[src/rtl/rtsd_pkg.sv]
// Shared types and constants of the record table search and delete block.
package rtsd_pkg;

    localparam int ENTRIES = 64;
    localparam int IDX_W   = 6;
    localparam int CNT_W   = 7;
    localparam int DATA_W  = 16;
    localparam int GROUP   = 8;
    localparam int OFF_W   = 3;
    localparam int GROUPS  = ENTRIES / GROUP;

    localparam logic [1:0] ACT_WRITE  = 2'd0;
    localparam logic [1:0] ACT_SEARCH = 2'd1;
    localparam logic [1:0] ACT_DELETE = 2'd2;

    localparam logic [1:0] ST_OK   = 2'd0;
    localparam logic [1:0] ST_MISS = 2'd1;
    localparam logic [1:0] ST_BAD  = 2'd2;

    typedef struct packed {
        logic [DATA_W-1:0] key;
        logic [DATA_W-1:0] name_ref;
        logic [DATA_W-1:0] kana_ref;
    } rec_t;

    // Broadcast from the controller to every cell.
    typedef struct packed {
        logic             wr;
        logic             cmp;
        logic             by_key;
        logic             shift;
        logic [IDX_W-1:0] idx;
        logic [CNT_W-1:0] count;
        rec_t             wrec;
    } cell_ctrl_t;

endpackage

[src/rtl/rtsd_cell.sv]
// One table cell: holds a record, compares it and takes its neighbor's record on a shift.
module rtsd_cell (
    input  logic                      clk,
    input  rtsd_pkg::cell_ctrl_t      ctrl,
    input  logic [rtsd_pkg::IDX_W-1:0] my_index,
    input  rtsd_pkg::rec_t            next_rec,
    output rtsd_pkg::rec_t            rec,
    output logic                      sel
);
    import rtsd_pkg::*;

    rec_t rec_reg;
    logic sel_reg;
    logic at_me;
    logic in_table;

    assign at_me    = (my_index == ctrl.idx);
    assign in_table = ({1'b0, my_index} < ctrl.count);

    // Writes and shifts come from different controller states, so they never coincide.
    always_ff @(posedge clk)
    begin
        if (ctrl.wr && at_me)
        begin
            rec_reg <= ctrl.wrec;
        end
        else if (ctrl.shift && (my_index >= ctrl.idx))
        begin
            rec_reg <= next_rec;
        end
    end

    // A search marks valid cells with a matching key; other actions mark the indexed cell.
    always_ff @(posedge clk)
    begin
        if (ctrl.cmp)
        begin
            sel_reg <= ctrl.by_key ? (in_table && (rec_reg.key == ctrl.wrec.key)) : at_me;
        end
    end

    assign rec = rec_reg;
    assign sel = sel_reg;

endmodule

[config.mk]
export PLATFORM = sky130hd
export DESIGN_NAME = rtsd_cell
export DESIGN_NICKNAME = d
export VERILOG_FILES = /design/src/rtl/rtsd_pkg.sv /design/src/rtl/rtsd_cell.sv
export SDC_FILE = /design/constraint.sdc
export NUM_CORES = 1
export LEC_CHECK = 0
export ABC_CLOCK_PERIOD_IN_PS = 3100
export BUFFER_PORTS_ARGS = -buffer_cell sky130_fd_sc_hd__clkbuf_2
export CORE_ASPECT_RATIO = 0.6
export CORE_UTILIZATION = 40
export CTS_BUF_LIST = sky130_fd_sc_hd__clkbuf_2
export DETAILED_ROUTE_END_ITERATION = 8
export MAX_ROUTING_LAYER = met4
export PLACE_DENSITY = 0.77
export SLEW_MARGIN = 20
export SYNTH_ARGS = -nofsm -noshare
export SYNTH_HDL_FRONTEND = slang
export SYNTH_SLANG_ARGS = --single-unit
export TNS_END_PERCENT = 1
[constraint.sdc]
create_clock -name clk -period 3.1 [get_ports clk]
set_input_delay 0.155 -clock clk [delete_from_list [all_inputs] [get_ports clk]]
set_output_delay 0.155 -clock clk [all_outputs]
set_load 0.01 [all_outputs]
==> results.yml <==
outcome:
  outcome: "finished clean"
routing:
  detail_route.wirelength.met1_um: 3100
  routed-via-count: 2193
  maxUsedRoutingLayer: "met4"
  initialDrtViolationCount: 90
  met2RoutedLength_um: 3290
  detail-route-antenna-nets: 0
  routed_wire_length_per_instance_um: 14.3
  detail_route.vias_per_cell: 4.53
  detail_route.drc_violations: 0
  detail_route.first_pass.iterations: 4
  wl_um: 6900
  met3WireLength_um: 481
yosys:
  synthesis.nets: 299
  synth_seq_area_share: 0.574
  yosysUniqueCellTypes: 23
  synthesis.area_um2: 2560
  synth.avg_cell_area_um2: 15.3
  postSynthCellCount: 168
  ys.warnings.count: 0
  synth-seq-cells: 49
timing:
  grt_setup_unrepaired: "no"
  final.hold.worst_slack_ns: 0.0438
  timing.max_slew.rel_slack: 0.686
  drv_slew: 0
  min_period_over_period: 0.728
  achievable-frequency_mhz: 443
  setup_viol: 0
  clk_skew_ns: 0.0144
  layout_min_cycle_time_ns: 2.26
  worst_slew_pin_slew_ns: 0.469
  hold_viol: 0
  final.setup.tns_ns: 0
worst_setup_path:
  critical_path.reg2reg.startpoint: "rec[42]"
  cp.arrival_ns: 2.45
  top_delay_family_on_crit_path: "buffers and inverters"
  worst_setup_path_start_kind: "input port"
  worst_setup_path_endpoint: "rec[27]"
  critPathCaptureType: "register"
  worstPathBufferInverterCount: 4
  critical-path-max-stage-delay_ns: 0.56
  critical_path.reg2reg.endpoint: "sel"
  setup.worst_path.start: "ctrl[58]"
  cp_cell_sequence: "clkbuf_2 -> inv_1 -> ha_1 -> nand4_1 -> nor2_2 -> nand2_2 -> buf_4 -> mux2_2 -> dlygate4sd3_1"
  worstPathRequired_ns: 3.29
  timing.critical_path.depth: 9
  worst-path-max-fanout: 18
  worstSetupPathType: "in2reg"
  worst-r2r-setup-slack_ns: 1.43
  worst_r2r_path_depth: 5
  critPathSlowestCell: "sky130_fd_sc_hd__dlygate4sd3_1"
cts:
  cts_root_buffer: "sky130_fd_sc_hd__clkbuf_2"
  clock_tree_from_tritoncts: "done"
  cts_resized: 0
  ctsHtreeMaxLevel: 2
  insertion_delay_ns: 0.40
  numCtsBuffers: 5
  clkTransAtPathRegs_ns: 0.25
  cts_buffer_depth: 2
  numClockSinks: 49
global_routing:
  grt_use_total: 0.192
  grt_start_max_net_pins: 36
  grt_remaining_overflow: 0
  first_global_vias: 1982
  antenna_found_initial: 0
  grt_pass1_wl_um: 9450
floorplanning:
  core_region_area_um2: 6140
  rows: 22
  die_area_um2: 6750
  die_width_um: 105
  top_level_i_o_count: 169
  start_util: 0.418
  floorplan_die_height_um: 64.0
hold_path:
  hp-class: "in2reg"
layout:
  flip_flop_count_of_the_largest_register_all_copies_and_words_added: 48
  post_route_cells_drive_above_1_share: 0.575
  final_cells: 484
  register_area_um2: 1470
  area.growth.synth_to_final_pct: 63.0
  multi_input_gate_area_um2: 1010
  nFillCells: 419
  antenna_cells_inserted: 0
  nNetsFinal: 530
power:
  leakage_power_of_the_design_nw: 1.98
  cellPowerDensity_nw_per_um2: 393
  vdd.ir_drop.worst_mv: 0.242
placed_design:
  buffer_ports.inserted: 168
  place.detailed.hpwl_um: 4790
  place_inst: 418
  place.gp.congestion: 0.891
job:
  timing.max_cap.violations: 0
[kinds of logic after synthesis]
group | count (synthesis) | synth area share
xor gates and xnor gates | 16 | 0.0546
DFF | 49 | 0.574
muxes | 48 | 0.224
adders and majority gates | 11 | 0.0537
AOI/OAI and AO/OA | 10 | 0.0239
buffers and inverters | 18 | 0.0337
and+or+nand+nor | 16 | 0.0366
[layer usage]
metal,vias to the layer above,GRT usage
li1,1089,-
met1,1005,0.242
met2,97,0.309
met3,2,0.0541
met4,0,0.0423
met5,-,-
[cell usage in the layout, fill, tap and decap left out, types with 4 or more instances in the layout]
| cell type | netlist | final |
|---|---|---|
| sky130_fd_sc_hd__mux2_2 | 39 | 39 |
| sky130_fd_sc_hd__xnor2_1 | 4 | 4 |
| sky130_fd_sc_hd__a21oi_1 | 4 | 4 |
| sky130_fd_sc_hd__mux2_4 | 9 | 9 |
| sky130_fd_sc_hd__xor2_1 | 12 | 12 |
| sky130_fd_sc_hd__inv_1 | 13 | 13 |
| sky130_fd_sc_hd__dlygate4sd3_1 | 0 | 58 |
| sky130_fd_sc_hd__clkbuf_2 | 0 | 173 |
| sky130_fd_sc_hd__ha_1 | 11 | 11 |
| sky130_fd_sc_hd__edfxtp_1 | 49 | 49 |
[through the flow]
step / setup WS (ns) / power, mW / util / cell area (µm²)
3_5_place_dp: 0.904 / 1.18 / 0.572 / 3510
4_1_cts: 0.974 / 1.61 / 0.616 / 3780
2_1_floorplan: 0.560 / 1.00 / - / 2560
6_report: 0.844 / 1.64 / 0.681 / 4180
5_1_grt: 0.793 / 1.72 / 0.681 / 4180
3_3_place_gp: 0.924 / 1.17 / 0.572 / 3510
[cell type report]
class                      instances  area share
clock buffer                       5     0.00598
timing repair buffer             229       0.348
multi-input combinational        101       0.241
sequential                        49       0.352
clock inverter                     3      0.0156
inverter                          13      0.0117
tap                               84      0.0251
[where the power goes]
| part | switching [mW] | total (mW) | internal (mW) |
|---|---|---|---|
| combinational | 0.168 | 0.381 | 0.213 |
| clock | 0.200 | 0.416 | 0.216 |
| sequential | 0.0313 | 0.846 | 0.815 |
| total | 0.400 | 1.64 | 1.24 |
[synth_stat cells (all sizes together)]
cell | n | area, µm²
edfxtp | 49 | 1470
mux2 | 48 | 574
inv | 13 | 48.8
xor2 | 12 | 105
ha | 11 | 138
buf | 5 | 37.5
nand2 | 5 | 21.3
a21oi | 4 | 20.0
xnor2 | 4 | 35.0
nand4 | 3 | 18.8
nor4 | 3 | 18.8
and3b | 2 | 17.5
o21ai | 2 | 10.0
a2111oi | 1 | 8.76
a211o | 1 | 8.76
nand3 | 1 | 5.00
nor2 | 1 | 6.26
nor2b | 1 | 6.26
o211ai | 1 | 7.51
o22ai | 1 | 6.26
[worst min-delay path by stage]
stage | start | to | slack (ns) | depth (start not counted)
after floorplan | ctrl[63] | sel | 0.27 | 0
after global placement | ctrl[63] | sel | 0.35 | 1
after detailed placement | ctrl[63] | sel | 0.36 | 1
after CTS | next_rec[32] | rec[32] | 0.0006 | 2
after global routing | ctrl[1] | rec[1] | -0.01 | 2
final | ctrl[1] | rec[1] | 0.04 | 2
[timing repair]
action                                 4_1_cts  5_1_grt
endpoints found under the hold margin       13       28
hold buffers                                18       40
buffers inserted                             0        0
Note: power is estimated with default switching activity, not from simulation.
