$ cat src/rtl/rtsd_pkg.sv
// Shared types and constants of the record table search and delete block.
package rtsd_pkg;

    localparam int ENTRIES = 64;
    localparam int IDX_W   = 6;
    localparam int CNT_W   = 7;
    localparam int DATA_W  = 16;
    localparam int GROUP   = 8;
    localparam int OFF_W   = 3;
    localparam int GROUPS  = ENTRIES / GROUP;

    localparam logic [1:0] ACT_WRITE  = 2'd0;
    localparam logic [1:0] ACT_SEARCH = 2'd1;
    localparam logic [1:0] ACT_DELETE = 2'd2;

    localparam logic [1:0] ST_OK   = 2'd0;
    localparam logic [1:0] ST_MISS = 2'd1;
    localparam logic [1:0] ST_BAD  = 2'd2;

    typedef struct packed {
        logic [DATA_W-1:0] key;
        logic [DATA_W-1:0] name_ref;
        logic [DATA_W-1:0] kana_ref;
    } rec_t;

    // Broadcast from the controller to every cell.
    typedef struct packed {
        logic             wr;
        logic             cmp;
        logic             by_key;
        logic             shift;
        logic [IDX_W-1:0] idx;
        logic [CNT_W-1:0] count;
        rec_t             wrec;
    } cell_ctrl_t;

endpackage

$ cat src/rtl/rtsd_pick.sv
// First-marked selector over one group of records.
module rtsd_pick (
    input  logic [rtsd_pkg::GROUP-1:0] sel,
    input  rtsd_pkg::rec_t             recs [rtsd_pkg::GROUP],
    output logic                       hit,
    output logic [rtsd_pkg::OFF_W-1:0] off,
    output rtsd_pkg::rec_t             rec
);
    import rtsd_pkg::*;

    always_comb
    begin
        hit = |sel;
        off = '0;
        rec = '0;
        for (int i = GROUP - 1; i >= 0; i--)
        begin
            if (sel[i])
            begin
                off = OFF_W'(i);
                rec = recs[i];
            end
        end
    end

endmodule

$ cat config.mk
export PLATFORM = sky130hd
export DESIGN_NAME = rtsd_pick
export DESIGN_NICKNAME = d
export VERILOG_FILES = /design/src/rtl/rtsd_pkg.sv /design/src/rtl/rtsd_pick.sv
export SDC_FILE = /design/constraint.sdc
export NUM_CORES = 1
export LEC_CHECK = 0
export BUFFER_PORTS_ARGS = -buffer_cell sky130_fd_sc_hd__buf_2
export CORE_AREA = 5 5 169 171
export DETAILED_ROUTE_END_ITERATION = 8
export DIE_AREA = 0 0 174 176
export SYNTH_ARGS = -nofsm -noshare
export SYNTH_HDL_FRONTEND = slang
export SYNTH_SLANG_ARGS = --single-unit
export TNS_END_PERCENT = 5
$ cat constraint.sdc
create_clock -name vclk -period 1.4
set_clock_uncertainty 0.2 [all_clocks]
set_input_delay 0.07 -clock vclk [all_inputs]
set_output_delay 0.07 -clock vclk [all_outputs]
set_load 0.05 [all_outputs]
==> results.md, run 1 <==
- First-pass GRT wire length: ~38000 µm
- Cell Pwr Density: 409 nW/µm²
- Most common cell after layout, fill and taps aside: buf_2
- Die width: approximately 170 µm
- Fin. Hold Viols: 0
- Final-stage net count: ~1300
- Layout fillers: roughly 2900
- DR WL/cell: approximately 23 µm
- HP Class: primary input to output port
- Register area share after synthesis: 0
- Total Neg Setup Slack: -16.80 ns
- Achievable frequency: between 500 and 600 MHz
- All-Layer GR Usage: 0.158
- FFs & Latches: 0
- Commonest cells after routing, fill and taps aside: buf_2 (388), buf_4 (73), a221oi_1 (72), o22ai_1 (60), buf_6 (55)
- Required time worst endpoint: 1.13 ns
- Ratio of cells with drive above 1 in the final layout: 0.743
- Hold Path End: rec[23]
- Cells after Synth: 412
- Max Slew Vio Count: 0
- Placer Congestion: ~0.91
- Worst slew pin tran: around 0.54 ns
- Initial antenna violation count: 3
- Final period utilization: 1.28
- Worst vdd ir: roughly 0.24 mV
- Setup slack after layout: -0.396 ns
- Die extent in y: ~180 µm
- Core box area: around 27000 µm²
- Leak pwr: between 3 and 4 nW
- Placed wire-length estimate: between 20000 and 25000 µm
- WL final: roughly 28000 µm
- Grt ovf: 0
- Avg Inst Size Synth: 6.76 µm²
- Detail Route Antenna Nets: 0
- Syn Nets: roughly 800
- 1st-pass router iterations: 5
- Initial DRC count: roughly 300
- Std cell rows: 60
- Slew HR: 0.642
- Vias: 6138
- Crit start category: primary input
- Number of distinct library cells after synthesis: 29
- Setup-failing EPs final: 51
- Synthesized cell area: around 2800 µm²
- Clock buffer cells: 0
- Final min period: 1.80 ns
- Initial cell density of the core: 0.104
- IO Count: between 400 and 500
- Vias in the first global route: 6537
- Unrepaired setup endpoints after global routing: true
- Kind of critical path: primary input to output port
- Port buffer count: between 400 and 500
- Syn-to-layout area delta: 169%
- Die area: 30600 µm²
- Pin count of the biggest net entering global routing: 41
- WHS: around 0.32 ns
- CP Capture Type: output port
- Post-Place Cells: 1223
- Hold Startpoint: recs[311]
- Crit path DAT: 1.53 ns
- Status: finished, violations left
- Synth Warn #: 0
- Failing checks: negative setup slack
- Vias/cell: around 5
- Residual DRC: 0
- Maximum fanout along the worst path: 10
- Worst Hold Depth: 4
- Non-filler instance count after layout: 1233
- Reg area: 0 µm²
- Max-Cap Viols: 0
Yosys cell counts:
cell type	number	area, µm²
nor3_1	1	5.00
buf_4	6	45.0
o21ai_0	1	5.00
inv_2	1	3.75
a221oi_1	86	753
or4_1	30	225
and2b_1	1	7.51
o2111ai_1	1	8.76
inv_1	19	71.3
o22ai_1	60	375
nand2_1	3	11.3
o21bai_1	1	7.51
nor2b_1	3	18.8
buf_6	6	67.6
nor4_1	1	6.26
a221oi_2	10	150
a22oi_1	17	128
o31ai_1	17	128
o21a_1	1	7.51
nand3_1	1	5.00
clkbuf_2	1	5.00
nor2_1	22	82.6
a21oi_1	50	250
nand2b_1	1	6.26
or2_1	2	12.5
a221o_1	18	180
buf_1	3	11.3
buf_2	18	90.1
clkbuf_1	31	116
critical path: stages:
cell	delay, ns
buf_2	0.13
buf_12	0.14
buf_4	0.14
buf_12	0.13
a221o_1	0.35
a221oi_4	0.24
o31ai_4	0.12
buf_12	0.18
repair_timing:
item                       4_1_cts  5_1_grt
gates resized for setup        152       22
pin swaps                        6        6
setup buffers                    0        5
setup endpoints to repair       52       52
hold buffers                     0        0
cloned                           0        5
power breakdown:
part	internal, mW	total (mW)	switching (mW)
registers	0	0	0
clock network	0.0000000955	0.0000000955	0
logic	1.39	3.06	1.67
worst max path at each step:
stage	to	start	slack, ns
3_5_place_dp	rec[11]	sel[4]	-0.60
2_1_floorplan	rec[14]	sel[6]	-0.28
5_1_grt	rec[19]	sel[5]	-0.44
4_1_cts	rec[40]	sel[4]	-0.43
3_3_place_gp	rec[11]	sel[4]	-0.60
6_report	rec[19]	sel[5]	-0.40
cell families after synthesis:
kind of cell / count (synthesis) / share of synthesized area
compound gates: 262 / 0.716
simple gates: 65 / 0.137
buf+inv: 85 / 0.147
final cells by class:
type	count	area (µm²)	share of cell area
timing repair buffer	543	3670	0.491
antenna	1	2.50	0.000335
inverter	20	80.1	0.0107
tap	341	427	0.0570
multi-input combinational	328	3300	0.441
per-layer routing:
layer	track usage	up-vias	routed length (µm)	share of wire
li1	-	2779	-	-
met1	0.183	2885	11100	0.39
met2	0.288	409	14100	0.50
met3	0.0298	61	2030	0.072
met4	0.0610	4	1010	0.036
met5	0	-	25	0.00088
per-stage QoR:
step | cell area [µm²] | total power, mW | utilization | setup slack [ns]
after floorplan | 3410 | 1.45 | - | -0.279
after global placement | 6700 | 2.65 | 0.251 | -0.604
after detailed placement | 6700 | 2.67 | 0.251 | -0.596
after CTS | 7250 | 2.96 | 0.271 | -0.429
after global routing | 7480 | 3.23 | 0.280 | -0.438
final | 7480 | 3.06 | 0.280 | -0.396
Power figures use the tool's default switching activity.
==> inputs of run 2 (changes only) <==
Settings changed: SETUP_SLACK_MARGIN set to 0.2.
==> run 2 against run 1 <==
- the flow still finishes with violations (negative setup slack)
- via count decreased by 0.80%
- maximum frequency shrank 2.9%
- hold slack about the same
- flip-flop and latch count stayed put
- count of clock-buffer cells in the layout unchanged
- utilization down 0.26 points
- die area unchanged
==> results.md, run 2 (same netlist as run 1, synthesis figures left out) <==
- Status: finished, violations left
- Failing checks: negative setup slack
- Syn-to-layout area delta: 166%
- Port buffer count: 444 (unchanged)
- DR WL/cell: 22.4 µm (-2.2%)
- Die area: 30600 µm² (unchanged)
- Pin count of the biggest net entering global routing: 41 (unchanged)
- Required time worst endpoint: 1.13 ns (about the same)
- Detail Route Antenna Nets: 0 (unchanged)
- Vias: 6089 (-0.80%)
- WL final: 27500 µm (-2.6%)
- Final-stage net count: 1280 (-0.39%)
- Vias in the first global route: 6536 (-0.015%)
- Reg area: 0 µm² (unchanged)
- Crit start category: primary input
- Cell Pwr Density: 408 nW/µm² (-0.13%)
- Kind of critical path: primary input to output port
- Most common cell after layout, fill and taps aside: buf_2
- Leak pwr: 3.39 nW (-0.83%)
- CP Capture Type: output port
- Total Power: 3.03 mW (-1.0%)
- Max Slew Vio Count: 0 (unchanged)
- 1st-pass router iterations: 5 (unchanged)
- Initial antenna violation count: 3 (unchanged)
- HP Class: primary input to output port
- Hold buffers post-CTS: 0 (unchanged)
- Max-Cap Viols: 0 (unchanged)
- Commonest cells after routing, fill and taps aside: buf_2 (388), a221oi_1 (76), buf_4 (69), o22ai_1 (60), buf_6 (50)
- Fin area: 7410 µm² (-0.92%)
- All-Layer GR Usage: 0.158 (unchanged)
- WHS: 0.324 ns (-0.000469 ns)
- Die width: 174 µm (unchanged)
- Worst slew pin tran: 0.539 ns (+0.000841 ns)
- Residual DRC: 0 (unchanged)
- IO Count: 444 (unchanged)
- Initial cell density of the core: 0.104 (unchanged)
- Die extent in y: 176 µm (unchanged)
- Slew HR: 0.641 (about the same)
- Setup slack after layout: -0.449 ns (-0.0532 ns)
- Fin. Hold Viols: 0 (unchanged)
- Clock buffer cells: 0 (unchanged)
- Vias/cell: 4.96 (-0.39%)
- Placed wire-length estimate: 22000 µm (unchanged)
- Final period utilization: 1.32 (+0.0380)
- Grt ovf: 0 (unchanged)
- Std cell rows: 60 (unchanged)
- Placer Congestion: 0.911 (unchanged)
- Unrepaired setup endpoints after global routing: true
- Crit path DAT: 1.58 ns (+0.05 ns)
- FFs & Latches: 0 (unchanged)
- First-pass GRT wire length: 38000 µm (unchanged)
- Core box area: 26700 µm² (unchanged)
- Achievable frequency: 541 MHz (-2.9%)
- Setup-failing EPs final: 51 (unchanged)
- Maximum fanout along the worst path: 4 (-6)
- Final min period: 1.85 ns (+0.0532 ns)
- Worst vdd ir: 0.255 mV (+5.9%)
- Placed standard-cell area: 6700 µm² (unchanged)
- Ratio of cells with drive above 1 in the final layout: 0.733 (-0.0105)
- Initial DRC count: 318 (+6.7%)
## run 2: changes by cell type in the layout (fill, tap and decap cells not counted), sizes merged
| cell | delta |
|---|---|
| buf | -4 |
| or2 | -1 |
## run 2: final cells by class
cell class                      instances  area [µm²]
Inverter                               20        82.6
Antenna cell                            1        2.50
Multi-Input combinational cell        327        3240
Fill cell                            2878       19300
Timing Repair Buffer                  539        3660
Tap cell                              341         427
## run 2: timing repair
item | CTS | global route
cloned | 0 | 4
setup endpoints to repair | 52 | 52
buffers inserted | 0 | 0
gates resized for setup | 154 | 13
pin swaps | 6 | 4
## run 2: layer usage
layer / vias up / track usage / share of wire
met5: - / 0 / 0.00091
met4: 4 / 0.0610 / 0.036
met3: 65 / 0.0298 / 0.077
met2: 416 / 0.288 / 0.50
met1: 2834 / 0.183 / 0.38
li1: 2770 / - / -
## run 2: critical path, cell delays in order
cell       delay, ns
buf_8           0.10
buf_6           0.11
or2_4           0.28
clkbuf_16       0.17
a221o_1         0.30
a221oi_4        0.24
o31ai_4         0.12
buf_12          0.18
## run 2: stage by stage
stage / worst slack [ns] / util / TNS (ns) / std cells
floorplan: -0.279 / - / -12.88 / 412
CTS: -0.429 / 0.272 / -18.86 / 1223
detailed placement: -0.596 / 0.251 / -26.54 / 1223
global route: -0.491 / 0.277 / -21.06 / 1228
finish: -0.449 / 0.277 / -18.74 / 1228
global placement: -0.604 / 0.251 / -26.09 / 1223
## run 2: where the power goes
part           switching (mW)  leakage [nW]    total (mW)  internal [mW]
Sequential                  0             0             0              0
Clock                       0    0.00000634  0.0000000955   0.0000000955
Combinational            1.65          3.39          3.03           1.38
Total                    1.65          3.39          3.03           1.38
## run 2: worst paths after layout
path / start / end / slack (ns) / cells past startpoint
min: recs[311] / rec[23] / 0.32 / 4
max: sel[4] / rec[19] / -0.45 / 8
